File: src/rtl/tclw_pkg.sv
// -----------------------------------------------------------------------------
// tclw_pkg
// Shared types and constants of the text cell layout unit: channel payloads,
// configuration set, queue entry and the register index and status codes.
// -----------------------------------------------------------------------------
package tclw_pkg;

   // Default character limit per frame.
   localparam int MAX_CHARS_DEF = 1024;

   // Depth of the queue between front and back.
   localparam int QUEUE_DEPTH = 4;

   // Character codes with a fixed meaning.
   localparam logic [7:0] CH_NEWLINE  = 8'd10;
   localparam logic [7:0] CH_QUESTION = 8'd63;

   // Register reset values.
   localparam logic [15:0] RST_WINDOW_WIDTH    = 16'd1280;
   localparam logic [15:0] RST_WINDOW_HEIGHT   = 16'd720;
   localparam logic [7:0]  RST_MARGIN          = 8'd10;
   localparam logic [7:0]  RST_CELL_WIDTH      = 8'd10;
   localparam logic [7:0]  RST_CELL_HEIGHT     = 8'd20;
   localparam logic [7:0]  RST_LINE_GAP        = 8'd2;
   localparam logic [7:0]  RST_FIRST_PRINTABLE = 8'd32;
   localparam logic [7:0]  RST_LAST_PRINTABLE  = 8'd126;

   // Derived values matching the register reset values.
   localparam logic [15:0] RST_DRAW_WIDTH  = RST_WINDOW_WIDTH - 16'(2 * RST_MARGIN);
   localparam logic [15:0] RST_DRAW_HEIGHT = RST_WINDOW_HEIGHT - 16'(2 * RST_MARGIN);
   localparam logic [8:0]  RST_LINE_STEP   = 9'(RST_CELL_HEIGHT) + 9'(RST_LINE_GAP);

   // Configuration register indexes.
   localparam logic [2:0] CSR_WINDOW_WIDTH    = 3'd0;
   localparam logic [2:0] CSR_WINDOW_HEIGHT   = 3'd1;
   localparam logic [2:0] CSR_MARGIN          = 3'd2;
   localparam logic [2:0] CSR_CELL_WIDTH      = 3'd3;
   localparam logic [2:0] CSR_CELL_HEIGHT     = 3'd4;
   localparam logic [2:0] CSR_LINE_GAP        = 3'd5;
   localparam logic [2:0] CSR_FIRST_PRINTABLE = 3'd6;
   localparam logic [2:0] CSR_LAST_PRINTABLE  = 3'd7;

   // Result status codes.
   typedef enum logic [1:0] {
      ST_DRAWN   = 2'd0,
      ST_NEWLINE = 2'd1,
      ST_DROPPED = 2'd2,
      ST_CLEARED = 2'd3
   } status_type;

   // Item class decided by the front.
   typedef enum logic [1:0] {
      KIND_CLEAR   = 2'd0,
      KIND_LIMIT   = 2'd1,
      KIND_NEWLINE = 2'd2,
      KIND_CHAR    = 2'd3
   } kind_type;

   // Input beat.
   typedef struct packed {
      logic        action;
      logic [7:0]  char_code;
      logic [31:0] color;
   } req_type;

   // Result beat.
   typedef struct packed {
      status_type  status;
      logic [15:0] pos_x;
      logic [15:0] pos_y;
      logic [7:0]  glyph;
      logic [31:0] cell_color;
      logic [9:0]  slot_index;
   } rsp_type;

   // Configuration set.
   typedef struct packed {
      logic [15:0] window_width;
      logic [15:0] window_height;
      logic [7:0]  margin;
      logic [7:0]  cell_width;
      logic [7:0]  cell_height;
      logic [7:0]  line_gap;
      logic [7:0]  first_printable;
      logic [7:0]  last_printable;
   } cfg_type;

   // Classified item as it travels through the queue.
   typedef struct packed {
      kind_type    kind;
      logic [7:0]  glyph;
      logic [31:0] color;
   } cmd_type;

endpackage

File: src/rtl/tclw_front.sv
// -----------------------------------------------------------------------------
// tclw_front
// Accepts input beats, enforces the per-frame character limit and classifies
// each item for the back, computing its glyph index on the way.
// -----------------------------------------------------------------------------
module tclw_front #(
   parameter int MAX_CHARS = tclw_pkg::MAX_CHARS_DEF
) (
   input  logic              clock,
   input  logic              reset,
   input  logic              req_valid,
   output logic              req_stall,
   input  tclw_pkg::req_type req_payload,
   input  tclw_pkg::cfg_type cfg,
   input  logic              queue_full,
   output logic              push,
   output tclw_pkg::cmd_type push_data
);

   localparam int CNT_W = $clog2(MAX_CHARS + 1);

   logic [CNT_W-1:0] accepted_ff;
   logic [CNT_W-1:0] accepted_in;
   logic             at_limit;
   logic             printable;
   logic [7:0]       code_eff;

   // The queue decides whether a beat can be taken.
   assign req_stall = queue_full;
   assign push      = req_valid && !queue_full;
   assign at_limit  = (accepted_ff == CNT_W'(MAX_CHARS));

   // Codes without a glyph are shown as a question mark.
   assign printable = (req_payload.char_code >= cfg.first_printable) &&
                      (req_payload.char_code <= cfg.last_printable);
   assign code_eff  = printable ? req_payload.char_code : tclw_pkg::CH_QUESTION;

   // Classify the item and count it against the frame limit.
   always_comb begin
      accepted_in     = accepted_ff;
      push_data.glyph = code_eff - cfg.first_printable;
      push_data.color = req_payload.color;
      priority if (req_payload.action) begin
         push_data.kind = tclw_pkg::KIND_CLEAR;
         accepted_in    = '0;
      end else if (at_limit) begin
         push_data.kind = tclw_pkg::KIND_LIMIT;
      end else begin
         accepted_in = accepted_ff + CNT_W'(1);
         if (req_payload.char_code == tclw_pkg::CH_NEWLINE) begin
            push_data.kind = tclw_pkg::KIND_NEWLINE;
         end else begin
            push_data.kind = tclw_pkg::KIND_CHAR;
         end
      end
   end

   always_ff @(posedge clock) begin
      if (reset) begin
         accepted_ff <= '0;
      end else if (push) begin
         accepted_ff <= accepted_in;
      end
   end

   // The count never passes the limit.
   a_count_bounded: assert property (@(posedge clock) disable iff (reset)
      accepted_ff <= CNT_W'(MAX_CHARS))
      else $error("accepted count above limit");

   // A clear restarts the count.
   a_clear_restarts: assert property (@(posedge clock) disable iff (reset)
      push && req_payload.action |=> accepted_ff == '0)
      else $error("clear did not restart count");

   // A beat taken at the limit is not counted.
   a_limit_holds: assert property (@(posedge clock) disable iff (reset)
      push && !req_payload.action && at_limit |=> accepted_ff == CNT_W'(MAX_CHARS))
      else $error("count moved at limit");

endmodule

File: src/rtl/tclw_queue.sv
// -----------------------------------------------------------------------------
// tclw_queue
// Short first-in first-out queue of classified items between front and back.
// -----------------------------------------------------------------------------
module tclw_queue (
   input  logic              clock,
   input  logic              reset,
   input  logic              push,
   input  tclw_pkg::cmd_type push_data,
   output logic              full,
   input  logic              pop,
   output logic              head_valid,
   output tclw_pkg::cmd_type head
);

   localparam int DEPTH = tclw_pkg::QUEUE_DEPTH;
   localparam int PTR_W = $clog2(DEPTH);
   localparam int CNT_W = $clog2(DEPTH + 1);

   tclw_pkg::cmd_type entry_ff [DEPTH];
   logic [PTR_W-1:0]  wr_ptr_ff;
   logic [PTR_W-1:0]  rd_ptr_ff;
   logic [CNT_W-1:0]  count_ff;
   logic [CNT_W-1:0]  count_in;

   assign full       = (count_ff == CNT_W'(DEPTH));
   assign head_valid = (count_ff != '0);
   assign head       = entry_ff[rd_ptr_ff];

   // Occupancy follows pushes and pops.
   always_comb begin
      count_in = count_ff;
      priority if (push && !pop) begin
         count_in = count_ff + CNT_W'(1);
      end else if (pop && !push) begin
         count_in = count_ff - CNT_W'(1);
      end
   end

   // Pointers and occupancy.
   always_ff @(posedge clock) begin
      if (reset) begin
         wr_ptr_ff <= '0;
         rd_ptr_ff <= '0;
         count_ff  <= '0;
      end else begin
         count_ff <= count_in;
         if (push) begin
            wr_ptr_ff <= (wr_ptr_ff == PTR_W'(DEPTH - 1)) ? '0 : wr_ptr_ff + PTR_W'(1);
         end
         if (pop) begin
            rd_ptr_ff <= (rd_ptr_ff == PTR_W'(DEPTH - 1)) ? '0 : rd_ptr_ff + PTR_W'(1);
         end
      end
   end

   // Entry storage.
   always_ff @(posedge clock) begin
      if (push) begin
         entry_ff[wr_ptr_ff] <= push_data;
      end
   end

   // The front never pushes into a full queue, and the back never pops an empty one.
   a_no_overflow: assert property (@(posedge clock) disable iff (reset)
      full |-> !push)
      else $error("push into full queue");

   a_no_underflow: assert property (@(posedge clock) disable iff (reset)
      !head_valid |-> !pop)
      else $error("pop from empty queue");

   a_count_tracks: assert property (@(posedge clock) disable iff (reset)
      push && !pop && !full |=> count_ff == $past(count_ff) + CNT_W'(1))
      else $error("occupancy did not follow push");

endmodule

File: src/rtl/tclw_back.sv
// -----------------------------------------------------------------------------
// tclw_back
// Carries out classified items: keeps the pen, wraps at the right edge, stops
// at the bottom edge and places each result in the output register.
// -----------------------------------------------------------------------------
module tclw_back (
   input  logic              clock,
   input  logic              reset,
   input  tclw_pkg::cfg_type cfg,
   input  logic              head_valid,
   input  tclw_pkg::cmd_type head,
   output logic              pop,
   output logic              rsp_valid,
   input  logic              rsp_stall,
   output tclw_pkg::rsp_type rsp_payload
);

   // Drawable extent and line step, taken from the configuration.
   logic [15:0] draw_width_ff;
   logic [15:0] draw_height_ff;
   logic [8:0]  line_step_ff;
   logic [15:0] twice_margin;

   // Pen and frame state.
   logic [15:0] pen_x_ff, pen_x_in;
   logic [15:0] pen_y_ff, pen_y_in;
   logic [9:0]  drawn_ff, drawn_in;
   logic        area_full_ff, area_full_in;

   // Result register.
   logic              rsp_valid_ff;
   tclw_pkg::rsp_type rsp_ff, rsp_in;

   logic [15:0] margin_x;
   logic [16:0] adv_y;
   logic        wrap;
   logic [16:0] char_y;
   logic [15:0] char_x;
   logic        nl_full;
   logic        char_full;

   // Extents are registered; the user must make configuration changes only while the unit is idle, unchecked here.
   assign twice_margin = {7'd0, cfg.margin, 1'b0};

   always_ff @(posedge clock) begin
      if (reset) begin
         draw_width_ff  <= tclw_pkg::RST_DRAW_WIDTH;
         draw_height_ff <= tclw_pkg::RST_DRAW_HEIGHT;
         line_step_ff   <= tclw_pkg::RST_LINE_STEP;
      end else begin
         draw_width_ff  <= (cfg.window_width > twice_margin) ?
                           cfg.window_width - twice_margin : '0;
         draw_height_ff <= (cfg.window_height > twice_margin) ?
                           cfg.window_height - twice_margin : '0;
         line_step_ff   <= {1'b0, cfg.cell_height} + {1'b0, cfg.line_gap};
      end
   end

   // Take an item whenever the result register is free or being emptied.
   assign pop = head_valid && (!rsp_valid_ff || !rsp_stall);

   // Edge checks on the current pen.
   assign margin_x  = {8'd0, cfg.margin};
   assign adv_y     = {1'b0, pen_y_ff} + {8'd0, line_step_ff};
   assign wrap      = ({1'b0, pen_x_ff} + {9'd0, cfg.cell_width}) >= {1'b0, draw_width_ff};
   assign char_y    = wrap ? adv_y : {1'b0, pen_y_ff};
   assign char_x    = wrap ? margin_x : pen_x_ff;
   assign nl_full   = ({1'b0, adv_y} + {10'd0, cfg.cell_height}) >= {2'd0, draw_height_ff};
   assign char_full = ({1'b0, char_y} + {10'd0, cfg.cell_height}) >= {2'd0, draw_height_ff};

   // Next pen state and result for the item at the head of the queue.
   always_comb begin
      pen_x_in     = pen_x_ff;
      pen_y_in     = pen_y_ff;
      drawn_in     = drawn_ff;
      area_full_in = area_full_ff;
      rsp_in       = '0;
      rsp_in.status = tclw_pkg::ST_DROPPED;
      unique case (head.kind)
         tclw_pkg::KIND_CLEAR: begin
            pen_x_in      = margin_x;
            pen_y_in      = margin_x;
            drawn_in      = '0;
            area_full_in  = 1'b0;
            rsp_in.status = tclw_pkg::ST_CLEARED;
         end
         tclw_pkg::KIND_LIMIT: begin
            rsp_in.status = tclw_pkg::ST_DROPPED;
         end
         tclw_pkg::KIND_NEWLINE: begin
            if (!area_full_ff) begin
               pen_x_in      = margin_x;
               pen_y_in      = adv_y[15:0];
               area_full_in  = nl_full;
               rsp_in.status = tclw_pkg::ST_NEWLINE;
            end
         end
         tclw_pkg::KIND_CHAR: begin
            if (!area_full_ff) begin
               pen_x_in = char_x;
               pen_y_in = char_y[15:0];
               if (char_full) begin
                  area_full_in = 1'b1;
               end else begin
                  pen_x_in          = char_x + {8'd0, cfg.cell_width};
                  drawn_in          = drawn_ff + 10'd1;
                  rsp_in.status     = tclw_pkg::ST_DRAWN;
                  rsp_in.pos_x      = char_x;
                  rsp_in.pos_y      = char_y[15:0];
                  rsp_in.glyph      = head.glyph;
                  rsp_in.cell_color = head.color;
                  rsp_in.slot_index = drawn_ff;
               end
            end
         end
      endcase
   end

   // Pen state and result valid.
   always_ff @(posedge clock) begin
      if (reset) begin
         pen_x_ff     <= {8'd0, tclw_pkg::RST_MARGIN};
         pen_y_ff     <= {8'd0, tclw_pkg::RST_MARGIN};
         drawn_ff     <= '0;
         area_full_ff <= 1'b0;
         rsp_valid_ff <= 1'b0;
      end else begin
         if (pop) begin
            pen_x_ff     <= pen_x_in;
            pen_y_ff     <= pen_y_in;
            drawn_ff     <= drawn_in;
            area_full_ff <= area_full_in;
            rsp_valid_ff <= 1'b1;
         end else if (!rsp_stall) begin
            rsp_valid_ff <= 1'b0;
         end
      end
   end

   // Result payload.
   always_ff @(posedge clock) begin
      if (pop) begin
         rsp_ff <= rsp_in;
      end
   end

   assign rsp_valid   = rsp_valid_ff;
   assign rsp_payload = rsp_ff;

   // A clear leaves an empty, drawable frame.
   a_clear_state: assert property (@(posedge clock) disable iff (reset)
      pop && head.kind == tclw_pkg::KIND_CLEAR |=> !area_full_ff && drawn_ff == '0)
      else $error("clear left stale frame state");

   // Once the area is full no character is drawn.
   a_full_drops: assert property (@(posedge clock) disable iff (reset)
      pop && area_full_ff && head.kind == tclw_pkg::KIND_CHAR |=>
      rsp_ff.status == tclw_pkg::ST_DROPPED)
      else $error("character drawn in full area");

   // Every item taken shows up as a result.
   a_pop_shows: assert property (@(posedge clock) disable iff (reset)
      pop |=> rsp_valid_ff)
      else $error("taken item produced no result");

   // The slot index advances only with a drawn cell.
   a_slot_advance: assert property (@(posedge clock) disable iff (reset)
      pop && head.kind != tclw_pkg::KIND_CLEAR && rsp_in.status != tclw_pkg::ST_DRAWN
      |=> drawn_ff == $past(drawn_ff))
      else $error("slot index moved without a drawn cell");

endmodule

File: src/rtl/text_cell_layout_with_wrap_unit.sv
// -----------------------------------------------------------------------------
// text_cell_layout_with_wrap_unit
// Lays out a character stream as fixed-size glyph cells with wrap and clip.
// -----------------------------------------------------------------------------
// The unit takes one character or clear beat per cycle while its input is not
// stalled, and returns exactly one result beat for each, in order. A front stage
// counts characters against the frame limit and computes the glyph index, a
// four-entry queue decouples it from the back stage, and the back stage updates
// the pen and loads the output register, so the sustained rate is one item per
// cycle while the output does not stall. An accepted beat is held in a queue
// entry and then in the output register before its result is shown. Drawable
// extents are recomputed into registers from the configuration registers, so the
// first item should follow a write by at least one cycle.
module text_cell_layout_with_wrap_unit #(
   parameter int MAX_CHARS = tclw_pkg::MAX_CHARS_DEF
) (
   input  logic              clock,
   input  logic              reset,
   input  logic              req_valid,
   output logic              req_stall,
   input  tclw_pkg::req_type req_payload,
   output logic              rsp_valid,
   input  logic              rsp_stall,
   output tclw_pkg::rsp_type rsp_payload,
   input  logic              csr_write,
   input  logic [2:0]        csr_index,
   input  logic [15:0]       csr_wdata
);

   tclw_pkg::cfg_type cfg_ff;
   tclw_pkg::cmd_type push_data;
   tclw_pkg::cmd_type head;
   logic              push;
   logic              queue_full;
   logic              pop;
   logic              head_valid;

   // Configuration registers.
   always_ff @(posedge clock) begin
      if (reset) begin
         cfg_ff.window_width    <= tclw_pkg::RST_WINDOW_WIDTH;
         cfg_ff.window_height   <= tclw_pkg::RST_WINDOW_HEIGHT;
         cfg_ff.margin          <= tclw_pkg::RST_MARGIN;
         cfg_ff.cell_width      <= tclw_pkg::RST_CELL_WIDTH;
         cfg_ff.cell_height     <= tclw_pkg::RST_CELL_HEIGHT;
         cfg_ff.line_gap        <= tclw_pkg::RST_LINE_GAP;
         cfg_ff.first_printable <= tclw_pkg::RST_FIRST_PRINTABLE;
         cfg_ff.last_printable  <= tclw_pkg::RST_LAST_PRINTABLE;
      end else if (csr_write) begin
         unique case (csr_index)
            tclw_pkg::CSR_WINDOW_WIDTH:    cfg_ff.window_width    <= csr_wdata;
            tclw_pkg::CSR_WINDOW_HEIGHT:   cfg_ff.window_height   <= csr_wdata;
            tclw_pkg::CSR_MARGIN:          cfg_ff.margin          <= csr_wdata[7:0];
            tclw_pkg::CSR_CELL_WIDTH:      cfg_ff.cell_width      <= csr_wdata[7:0];
            tclw_pkg::CSR_CELL_HEIGHT:     cfg_ff.cell_height     <= csr_wdata[7:0];
            tclw_pkg::CSR_LINE_GAP:        cfg_ff.line_gap        <= csr_wdata[7:0];
            tclw_pkg::CSR_FIRST_PRINTABLE: cfg_ff.first_printable <= csr_wdata[7:0];
            tclw_pkg::CSR_LAST_PRINTABLE:  cfg_ff.last_printable  <= csr_wdata[7:0];
         endcase
      end
   end

   // Front: accept and classify.
   tclw_front #(
      .MAX_CHARS (MAX_CHARS)
   ) u_front (
      .clock       (clock),
      .reset       (reset),
      .req_valid   (req_valid),
      .req_stall   (req_stall),
      .req_payload (req_payload),
      .cfg         (cfg_ff),
      .queue_full  (queue_full),
      .push        (push),
      .push_data   (push_data)
   );

   // Queue between front and back.
   tclw_queue u_queue (
      .clock      (clock),
      .reset      (reset),
      .push       (push),
      .push_data  (push_data),
      .full       (queue_full),
      .pop        (pop),
      .head_valid (head_valid),
      .head       (head)
   );

   // Back: pen update and result register.
   tclw_back u_back (
      .clock       (clock),
      .reset       (reset),
      .cfg         (cfg_ff),
      .head_valid  (head_valid),
      .head        (head),
      .pop         (pop),
      .rsp_valid   (rsp_valid),
      .rsp_stall   (rsp_stall),
      .rsp_payload (rsp_payload)
   );

endmodule

File: config.mk
export PLATFORM = sky130hd
export DESIGN_NAME = text_cell_layout_with_wrap_unit
export DESIGN_NICKNAME = d
export VERILOG_FILES = /design/src/rtl/tclw_pkg.sv /design/src/rtl/tclw_front.sv /design/src/rtl/tclw_queue.sv /design/src/rtl/tclw_back.sv /design/src/rtl/text_cell_layout_with_wrap_unit.sv
export SDC_FILE = /design/constraint.sdc
export NUM_CORES = 1
export LEC_CHECK = 0
export ABC_CLOCK_PERIOD_IN_PS = 7550
export BUFFER_PORTS_ARGS = -buffer_cell sky130_fd_sc_hd__buf_4
export CAP_MARGIN = 15
export CORE_MARGIN = 8
export CORE_UTILIZATION = 55
export CTS_CLUSTER_SIZE = 24
export DETAILED_ROUTE_END_ITERATION = 6
export HOLD_SLACK_MARGIN = 0.12
export PLACE_DENSITY = 0.87
export SETUP_SLACK_MARGIN = 0.4
export SYNTH_ARGS = -nofsm -noshare
export SYNTH_HDL_FRONTEND = slang
export SYNTH_HIERARCHICAL = 1
export SYNTH_SLANG_ARGS = --single-unit
export TNS_END_PERCENT = 100
File: constraint.sdc
create_clock -name clock -period 7.55 [get_ports clock]
set_input_delay 1.8875 -clock clock [delete_from_list [all_inputs] [get_ports clock]]
set_output_delay 1.8875 -clock clock [all_outputs]
set_load 0.01 [all_outputs]
# After elaboration in Yosys (flattened, before gate mapping)
# Memories as Yosys holds them, arrays and structs flattened. A register that Yosys moved wholly into a read port is not among the register bits.
# Cells that the tools add are included.
# word_totals
reg_bits	267
latchBits	0
mem_bits_rw	168
romBits	0
in_bits	65
output_inout_bits	86
word_cells	144
n_memories	1
# mem_list
memory	words	width	read_ports	rd_clocked_by_memory_dff	write_ports	line_no	source
u_queue.entry_ff	4	42	1	1	1	tclw_queue.sv:20	tclw_pkg::cmd_type entry_ff [DEPTH];
# op_classes
add_sub_neg	15
multipliers	0
div	0
magnitude_cmp	7
n_eq_ne	20
shifts	0
n_mux	38
n_bitwise	3
reduce_logical	32
# ops
operator	count
$mux 84	2
$mux 16	6
$pmux 16 s3	2
$add 17x8->18	2
$ge 18x16->1	2
$mux 11	3
$gt 16x9->1	2
$sub 16x9->16	2
$mux 10	3
$pmux 10 s2	1
$reduce_and 2->1	10
$add 16x8->17	1
$add 16x9->17	1
$ge 17x16->1	1
$mux 17	1
$add 16x8->16	1
$eq 3x3->1 const B	5
$mux 2	7
$add 11x1->11 const B	1
$eq 11x11->1 const B	1
$add 10x1->10 const B	1
$add 8x8->9	1
$eq 2x2->1 const B	4
$eq 8x4->1 const B	1
27 further kinds	54

# Longest topological paths before layout
# Gate-level depths: netlist (run 1).
# depth
depth_word	8
ltp_mapped	40
depth_no_buf	37

# Cells and area by module
# Netlist (run 1), hierarchy kept.
# by_module_without_submodules
mod	n_inst	cells_each	area_each_um2	seq_area_each_um2
tclw_back	1	1283	11717.5	4224.1
tclw_queue	1	264	6555.0	5225.0
text_cell_layout_with_wrap_unit	1	301	3251.9	1601.5
tclw_front	1	190	1532.7	220.2

# Worst setup path before layout (run 1)
# OpenSTA, ideal clock, no wires.
# synth_timing
path_kind	reg-to-reg
start	register cfg_ff[33] in the netlist's numbering
end	register u_back.rsp_ff, in the netlist u_back/rsp_payload[70] (data pin)
setup_ns	0.132
t_arrival_ns	7.452
required_time_ns	7.418
setup_slack_ns	-0.034
path_stages_with_launch	38
n_path_buf	4
synth_period_minus_slack_ns	7.584
cell_sequence	dfxtp_1 > ha_1 > a21o_1 > a21oi_1 > o21bai_1 > a21oi_1 > o21bai_1 > a21o_1 > a21oi_1 > nand2b_1 > xnor2_1 > ha_1 > nand4_1 > nor2_1 > a211o_1 > o21a_1 > nor2_1 > buf_2 > (+2 left out) > inv_1 > ha_1 > nor2b_1 > o2111ai_1 > a31oi_1 > inv_1 > or4_1 > o31ai_4 > xnor2_1 > ha_1 > o21ai_0 > a21oi_1 > a211oi_1 > o31ai_1 > a2111oi_4 > buf_6 > buf_2 > and2_1
# synth_between
elab_chain_cells	6
elab_cells_between_ends	7
cone_classes	add/sub: 2; order compare: 2; mux: 2; reduce/logical: 1
# synth_rtl
element	line_no	source
start: declaration	text_cell_layout_with_wrap_unit.sv:30	tclw_pkg::cfg_type cfg_ff;
$add 16x8->17	tclw_back.sv:65	assign wrap = ({1'b0, pen_x_ff} + {9'd0, cfg.cell_width}) >= {1'b0, draw_width_ff};
$ge 17x16->1	tclw_back.sv:65	
$mux 17	tclw_back.sv:66	assign char_y = wrap ? adv_y : {1'b0, pen_y_ff};
via u_back.char_y[2]	tclw_back.sv:37	logic [16:0] char_y;
$add 17x8->18	tclw_back.sv:69	assign char_full = ({1'b0, char_y} + {10'd0, cfg.cell_height}) >= {2'd0, draw_height_ff};
$ge 18x16->1	tclw_back.sv:69	
$reduce_or 3->1 (no source line)	--	
end signal: assignment	tclw_back.sv:143	rsp_ff <= rsp_in;
end: declaration	tclw_back.sv:32	tclw_pkg::rsp_type rsp_ff, rsp_in;
# The timed path passes the listed nets, and every way through them passes these cells.
# A chain may end at the register's enable or synchronous reset.

# Final worst setup path (run 1)
# layout_timing
start	register cfg_ff[33] in the netlist's numbering
end	register u_back.rsp_ff, in the netlist u_back/rsp_payload[42] (data pin)
# Same word-level chain as after synthesis.

==> results by group, run 1 <==
Run status
  – Status: finished, violations left
  – Failing checks: DRC

Placement
  – Placed cells: 2640
  – Hpwl dp: 40600 microns
  – Pre-CTS setup slack: -0.100 ns
  – RD Place Congestion: 0.952
  – Port Buf Inserts: 150
  – Post-DP Area: 24400 sq um

Floorplanning
  – Die ar.: 48700 sq um
  – Num rows: 75
  – Core Area: 41700 sq um
  – DIE HEIGHT: 221 microns
  – Die width: 221 microns
  – Top Ports: 151
  – Initial Util: 55.3%

Pwr
  – Static Leak: 11.1 nW
  – Combinational share of power: 36.3%
  – Internal: 5.73 mW
  – PD cells: 318 nW/um^2
  – Clk network pwr share: 26.3%
  – Switching part of the total: 33.9%
  – P_sw: 2.93 mW
  – Total chip power: 8.67 mW
  – Sequential share of power: 37.4%
  – Maximum VDD drop: 233 uV

Timing
  – Fmax: 0.136 GHz
  – Final Skew: 0.0225 ns
  – Worst slew margin: 18.1%
  – RSZ-0062 raised after global routing: true
  – Final min period: 7.36 ns
  – Setup WS post-layout: 0.190 ns
  – Final hold violation count: 0
  – Final setup vio count: 0
  – Fin crit share: 97.5%
  – Worst-margin pin slew: 1.23 ns
  – Slew Limit Fails: 0

Finish
  – Most common cell after layout, fill and taps aside: edfxtp_1
  – Commonest cells after routing, fill and taps aside: 252 x edfxtp_1, 208 x buf_4, 179 x dfxtp_1
  – Nets@finish: 2423
  – Final Util: 65.3%
  – Multi-input gate area: 11200 sq um
  – Post-route cell area: 27200 sq um
  – FF/Latch Area: 11300 sq um
  – # fillers: 2917
  – Area growth from synthesis to layout: 18.0%
  – Layout cells sized above 1: 21.8%
  – Non-filler instance count after layout: 2780

Min path
  – Worst hold path class: reg2reg

Detailed routing
  – M1 WL: 24400 microns
  – Via density: 6.12
  – WL met2: 30900 microns
  – Max Used Layer: met4
  – Routed length per instance: 22.6 microns
  – Detail Route met3 WL: 4870 microns
  – Pre-antenna DRT Iters: 7
  – 1st-iter DRT viols: 1800
  – Residual DRC count: 1
  – Routed Antenna Nets: 0
  – Final wirelength: 62900 microns
  – Detailed-route via count: 17000

Clocking
  – CTS tree: built
  – H-tree levels: 2
  – CTS Buffer Depth: 3
  – CTS Buf Count: 44
  – Cts hold-fix bufs: 0
  – CTS Sinks: 437
  – Clk Latency, worst-skew pair: 0.59 ns
  – Root Driver: clkbuf_16
  – Reg clk slew, reported paths: 0.07 ns

Yosys
  – Syn Nets: 2259
  – Number of distinct library cells after synthesis: 100
  – Syn_area_per_cell: 11.3 sq um
  – EDFF count, synth: 252
  – Ys Warns: 6
  – Synthesized flop and latch total: 437
  – Mapped Cells: 2038
  – Mapped Area: 23100 sq um
  – Prevailing post-synth register cell: edfxtp_1
  – Part of the Yosys area used for sequential elements: 48.9%
  – Ys async rst share: 0%

Worst setup path
  – Critical Path Slowest Stage Cell: dfxtp_4
  – CP max FO: 7
  – Max incr delay on CP: 0.36 ns
  – Startpoint types: register
  – Worst setup EP type: register
  – CP arrival: 7.79 ns
  – CP required: 7.98 ns
  – Setup CP Type: reg2reg

Global route
  – Vias in the first global route: 17000
  – Global-route wire length before repair: 92600 microns
  – Total grt overflow: 0
  – Largest net degree at the start of global routing: 95
  – Initial antenna violation count: 2
  – Tot GR Track Use: 24.2%

Run
  – Maxcap violations: 0
worst max-delay path: cells and delay by family, from the launching register on:
family	cells	cell delay, ns
AO/OA/AOI/OAI	22	4.00
buffers and inverters	7	1.07
XOR/XNOR	2	0.24
flip-flops	1	0.36
adder cells (fa/ha/maj)	4	1.02
AND/OR/NAND/NOR	4	0.51
metrics by stage:
step                      TNS [ns]  hold slack, ns
after global placement           0           0.456
after detailed placement     -2.02           0.474
final                            0           0.486
after floorplan                  0           0.441
after CTS                        0           0.484
after global routing        -0.403           0.498
layer usage:
layer | GRT usage [%] | vias up
li1 | - | 7666
met1 | 29.3 | 8259
met2 | 42.1 | 897
met3 | 4.22 | 197
met4 | 10.6 | 0
met5 | 0 | -
flip-flops by register name (all words and copies together) (netlist names), named ones only:
name and cells:
u_back/rsp_payload 84, u_queue/rd_ptr_ff 2, u_back/draw_width_ff 16, u_queue/count_ff 3, u_back/area_full_ff 1, u_back/rsp_valid 1, u_back/pen_x_ff 16, u_queue/entry_ff 168
u_queue/wr_ptr_ff 2, u_back/drawn_ff 10, u_back/line_step_ff 9, cfg_ff 80, u_front/accepted_ff 11, u_back/draw_height_ff 16, u_back/pen_y_ff 16
power groups by stage:
stage / Combinational [mW] / Sequential [mW] / Clock [mW]
6_report: 3.14 / 3.24 / 2.28
5_1_grt: 3.34 / 3.28 / 2.40
4_1_cts: 2.81 / 3.24 / 2.30
3_5_place_dp: 2.62 / 3.28 / 0
3_3_place_gp: 2.52 / 3.26 / 0
2_1_floorplan: 1.68 / 3.29 / 0
cell families after synthesis:
| kind of cell | count (synthesis) | share of synthesized area (%) |
|---|---|---|
| fa+ha+maj | 156 | 8.79 |
| flops | 437 | 48.9 |
| mux | 155 | 9.07 |
| buf+inv | 248 | 5.22 |
| compound gates | 343 | 10.1 |
| xor+xnor | 95 | 3.61 |
| simple gates | 604 | 14.3 |
synthesized netlist by cell type (all sizes together) (8+ instances only):
library cell / instances / share of area, %
edfxtp: 252 / 33
dfxtp: 185 / 16
nor2: 151 / 2.5
ha: 146 / 7.9
inv: 129 / 2.1
a21oi: 109 / 2.4
mux2i: 108 / 4.7
nand2b: 99 / 2.7
nand2: 84 / 1.4
buf: 73 / 2.4
o21ai: 73 / 1.7
and2: 65 / 1.8
xnor2: 60 / 2.3
clkbuf: 44 / 0.72
mux4: 42 / 4.1
a21o: 38 / 1.2
xor2: 35 / 1.3
nand3: 33 / 0.72
and3: 29 / 0.81
nor3: 28 / 0.63
nand4: 21 / 0.60
nor2b: 21 / 0.60
o211ai: 15 / 0.59
a31oi: 13 / 0.38
nand4b: 11 / 0.42
a21boi: 10 / 0.33
fa: 10 / 0.87
nor3b: 10 / 0.35
o21a: 9 / 0.29
a22oi: 8 / 0.26
o31ai: 8 / 0.32
path summary, 6_finish.rpt:
kind / endpoint / startpoint / slack, ns / cells after the start
min reg2reg: cfg_ff[49] / cfg_ff[49] / 0.49 / 2
min: cfg_ff[49] / cfg_ff[49] / 0.49 / 2
max reg2reg: u_back/rsp_payload[42] / cfg_ff[33] / 0.19 / 39
max: u_back/rsp_payload[42] / cfg_ff[33] / 0.19 / 39
cell type report:
| class | count | share of cell area (%) |
|---|---|---|
| Antenna cell | 3 | 0.0276 |
| Clock inverter | 23 | 1.08 |
| Sequential cell | 437 | 41.5 |
| Clock buffer | 59 | 4.56 |
| Multi-Input combinational cell | 1353 | 41.1 |
| Tap cell | 539 | 2.48 |
| Timing Repair Buffer | 235 | 7.51 |
| Inverter | 131 | 1.82 |
timing repair:
| item | CTS | global route |
|---|---|---|
| cloned | 2 | 7 |
| gates resized for setup | 40 | 102 |
| pin swaps | 17 | 38 |
| buffers inserted | 24 | 20 |
| endpoints found under the setup margin | 107 | 110 |
No activity file was read; power rests on OpenSTA's default activity.
==> run 2, diff against run 1 <==
CELL_PAD_IN_SITES_DETAIL_PLACEMENT = 1   (was default)
CELL_PAD_IN_SITES_GLOBAL_PLACEMENT = 1   (was default)
CORE_UTILIZATION = 45   (was 55)
PLACE_DENSITY = 0.88   (was 0.87)
TNS_END_PERCENT = default   (was 100)
==> run 2 against run 1 <==
  * Die area grew 21%
  * Worst setup slack worse by 0.32 ns
  * Sequential share of layout area down 0.54 points
  * Global-route usage up 2.0 points
  * Clock power grew 13%
  * Non-clock buffer count shrank 3
  * First-iteration DRC count increased by 22%
  * The flow finishes with violations (setup timing)
  * Utilization shrank 11 points
  * Critical path depth down 9
  * Sequential power barely moved
  * Total power grew 6.5%
==> results by group, run 2 (synthesis results as in run 1) <==
Timing
  – Fin crit share: 102% (was 97.5%)
  – Worst slew margin: 26.7% (was 18.1%)
  – RSZ-0062 raised after global routing: true (unchanged)
  – Final hold violation count: 0 (unchanged)
  – Fmax: 0.130 GHz (was 0.136 GHz)
  – Setup WS post-layout: -0.126 ns (was 0.190 ns)
  – Final Skew: 0.0692 ns (was 0.0225 ns)
  – Worst-margin pin slew: 1.10 ns (was 1.23 ns)
  – Slew Limit Fails: 0 (unchanged)
  – Final setup vio count: 30 (was 0)
  – Final min period: 7.68 ns (was 7.36 ns)

Clocking
  – Root Driver: clkbuf_16 (unchanged)
  – CTS Buf Count: 48 (was 44)
  – CTS Sinks: 437 (unchanged)
  – CTS Buffer Depth: 3 (unchanged)
  – H-tree levels: 2 (unchanged)
  – Cts hold-fix bufs: 0 (unchanged)
  – Reg clk slew, reported paths: 0.08 ns (was 0.07 ns)
  – Clk Latency, worst-skew pair: 0.65 ns (was 0.59 ns)
  – CTS tree: built (unchanged)

Global route
  – Total grt overflow: 0 (unchanged)
  – Initial antenna violation count: 8 (was 2)
  – Largest net degree at the start of global routing: 94 (was 95)
  – Tot GR Track Use: 26.2% (was 24.2%)
  – Vias in the first global route: 19100 (was 17000)
  – Global-route wire length before repair: 119000 microns (was 92600 microns)

Floorplanning
  – Num rows: 83 (was 75)
  – Initial Util: 45.2% (was 55.3%)
  – Die width: 242 microns (was 221 microns)
  – Top Ports: 151 (unchanged)
  – DIE HEIGHT: 242 microns (was 221 microns)
  – Die ar.: 58700 sq um (was 48700 sq um)
  – Core Area: 51000 sq um (was 41700 sq um)

Finish
  – Final Util: 54.1% (was 65.3%)
  – Layout cells sized above 1: 23.8% (was 21.8%)
  – Nets@finish: 2424 (was 2423)
  – # fillers: 5213 (was 2917)
  – FF/Latch Area: 11300 sq um (about the same)
  – Commonest cells after routing, fill and taps aside: 252 x edfxtp_1, 211 x buf_4, 178 x dfxtp_1 (was 252 x edfxtp_1, 208 x buf_4, 179 x dfxtp_1)
  – Largest register FFs: 168 (unchanged)
  – Most common cell after layout, fill and taps aside: edfxtp_1 (unchanged)
  – Reg with most FFs: u_queue/entry_ff (unchanged)
  – Multi-input gate area: 11300 sq um (was 11200 sq um)
  – Area growth from synthesis to layout: 19.6% (was 18.0%)

Detailed routing
  – Pre-antenna DRT Iters: 6 (was 7)
  – Final wirelength: 87400 microns (was 62900 microns)
  – Routed length per instance: 29.9 microns (was 22.6 microns)
  – 1st-iter DRT viols: 2202 (was 1800)
  – Residual DRC count: 0 (was 1)
  – Via density: 6.31 (was 6.12)
  – Detailed-route via count: 18500 (was 17000)
  – Routed Antenna Nets: 0 (unchanged)

Pwr
  – Sequential share of power: 35.3% (was 37.4%)
  – Clk network pwr share: 27.9% (was 26.3%)
  – Switching part of the total: 36.7% (was 33.9%)
  – Combinational share of power: 36.9% (was 36.3%)
  – PD cells: 335 nW/um^2 (was 318 nW/um^2)
  – Internal: 5.85 mW (was 5.73 mW)
  – Maximum VDD drop: 219 uV (was 233 uV)
  – Total chip power: 9.23 mW (was 8.67 mW)
  – P_sw: 3.38 mW (was 2.93 mW)
  – Static Leak: 11.2 nW (was 11.1 nW)

Worst setup path
  – WP buf/inv: 3 (was 7)
  – Critical Path Slowest Stage Cell: dfxtp_1 (was dfxtp_4)
  – CP required: 7.99 ns (was 7.98 ns)
  – CP max FO: 40 (was 7)
  – Setup CP Type: reg2reg (unchanged)
  – Startpoint types: register (unchanged)
  – Max incr delay on CP: 0.48 ns (was 0.36 ns)
  – Kind of cell adding the most delay to the critical path: compound AO/OA/AOI/OAI gates (unchanged)
  – Critical Path Most Common Cell: a21oi_2
  – CP arrival: 8.12 ns (was 7.79 ns)
  – Worst setup EP type: register (unchanged)

Placement
  – Pre-CTS setup slack: -0.219 ns (was -0.100 ns)
  – RD Place Congestion: 0.938 (was 0.952)
  – Hpwl dp: 50700 microns (was 40600 microns)
  – Port Buf Inserts: 150 (unchanged)

Run
  – Maxcap violations: 0 (unchanged)

Run status
  – Failing checks: setup timing (was DRC)
  – Status: finished, violations left (unchanged)

Min path
  – Worst hold path class: reg2reg (unchanged)
run 2: worst reg2reg max path: cells and delay by family, from the launching register on:
kind / cells / cell delay [ns]
XOR/XNOR: 1 / 0.17
AND/OR/NAND/NOR: 6 / 1.05
buffers and inverters: 3 / 0.69
flip-flops: 1 / 0.48
AO/OA/AOI/OAI: 15 / 3.44
adder cells (fa/ha/maj): 4 / 1.26
multiplexers: 1 / 0.41
run 2: timing repair:
| item | CTS | global route |
|---|---|---|
| pin swaps | 27 | 40 |
| endpoints found under the setup margin | 110 | 110 |
| gates resized for setup | 49 | 142 |
| endpoints found under the hold margin | 0 | 0 |
| cloned | 1 | 3 |
| buffers inserted | 21 | 20 |
run 2: layout make-up:
class,instances,share of cell area (%)
Multi-Input combinational cell,1353,41.0
Sequential cell,437,40.9
Timing Repair Buffer,232,7.00
Clock buffer,68,5.01
Tap cell,680,3.08
Inverter,131,1.79
Clock inverter,21,1.14
Antenna cell,4,0.0363
run 2: final timing paths:
path,slack [ns],to,cells after the start,start
hold / removal,0.49,cfg_ff[0],2,cfg_ff[0]
setup reg to reg,-0.13,u_back/pen_x_ff[12],30,cfg_ff[34]
hold reg to reg,0.49,cfg_ff[0],2,cfg_ff[0]
setup / recovery,-0.13,u_back/pen_x_ff[12],30,cfg_ff[34]
run 2: power groups by stage:
stage	registers, mW	clock network [mW]	logic, mW
after floorplan	3.29	0	1.68
final	3.25	2.57	3.40
after global routing	3.28	2.66	3.56
after CTS	3.23	2.55	2.95
after detailed placement	3.26	0	2.80
after global placement	3.21	0	2.62
run 2: metal layers:
metal,vias to the layer above,global-route usage (%),share of wire [%]
li1,7658,-,-
met5,-,0,0.079
met1,9086,29.3,35
met4,10,16.2,8.0
met3,481,5.51,8.7
met2,1236,45.2,48
run 2: metrics by stage:
step                instance area, sq um  cells  hold slack, ns  TNS, ns
floorplan                          23100   2038           0.441        0
global placement                   24700   2788           0.461        0
detailed placement                 24700   2788           0.473    -9.67
CTS                                26800   2899           0.491        0
global route                       27600   2925           0.522   -10.48
finish                             27600   2926           0.494   -0.810
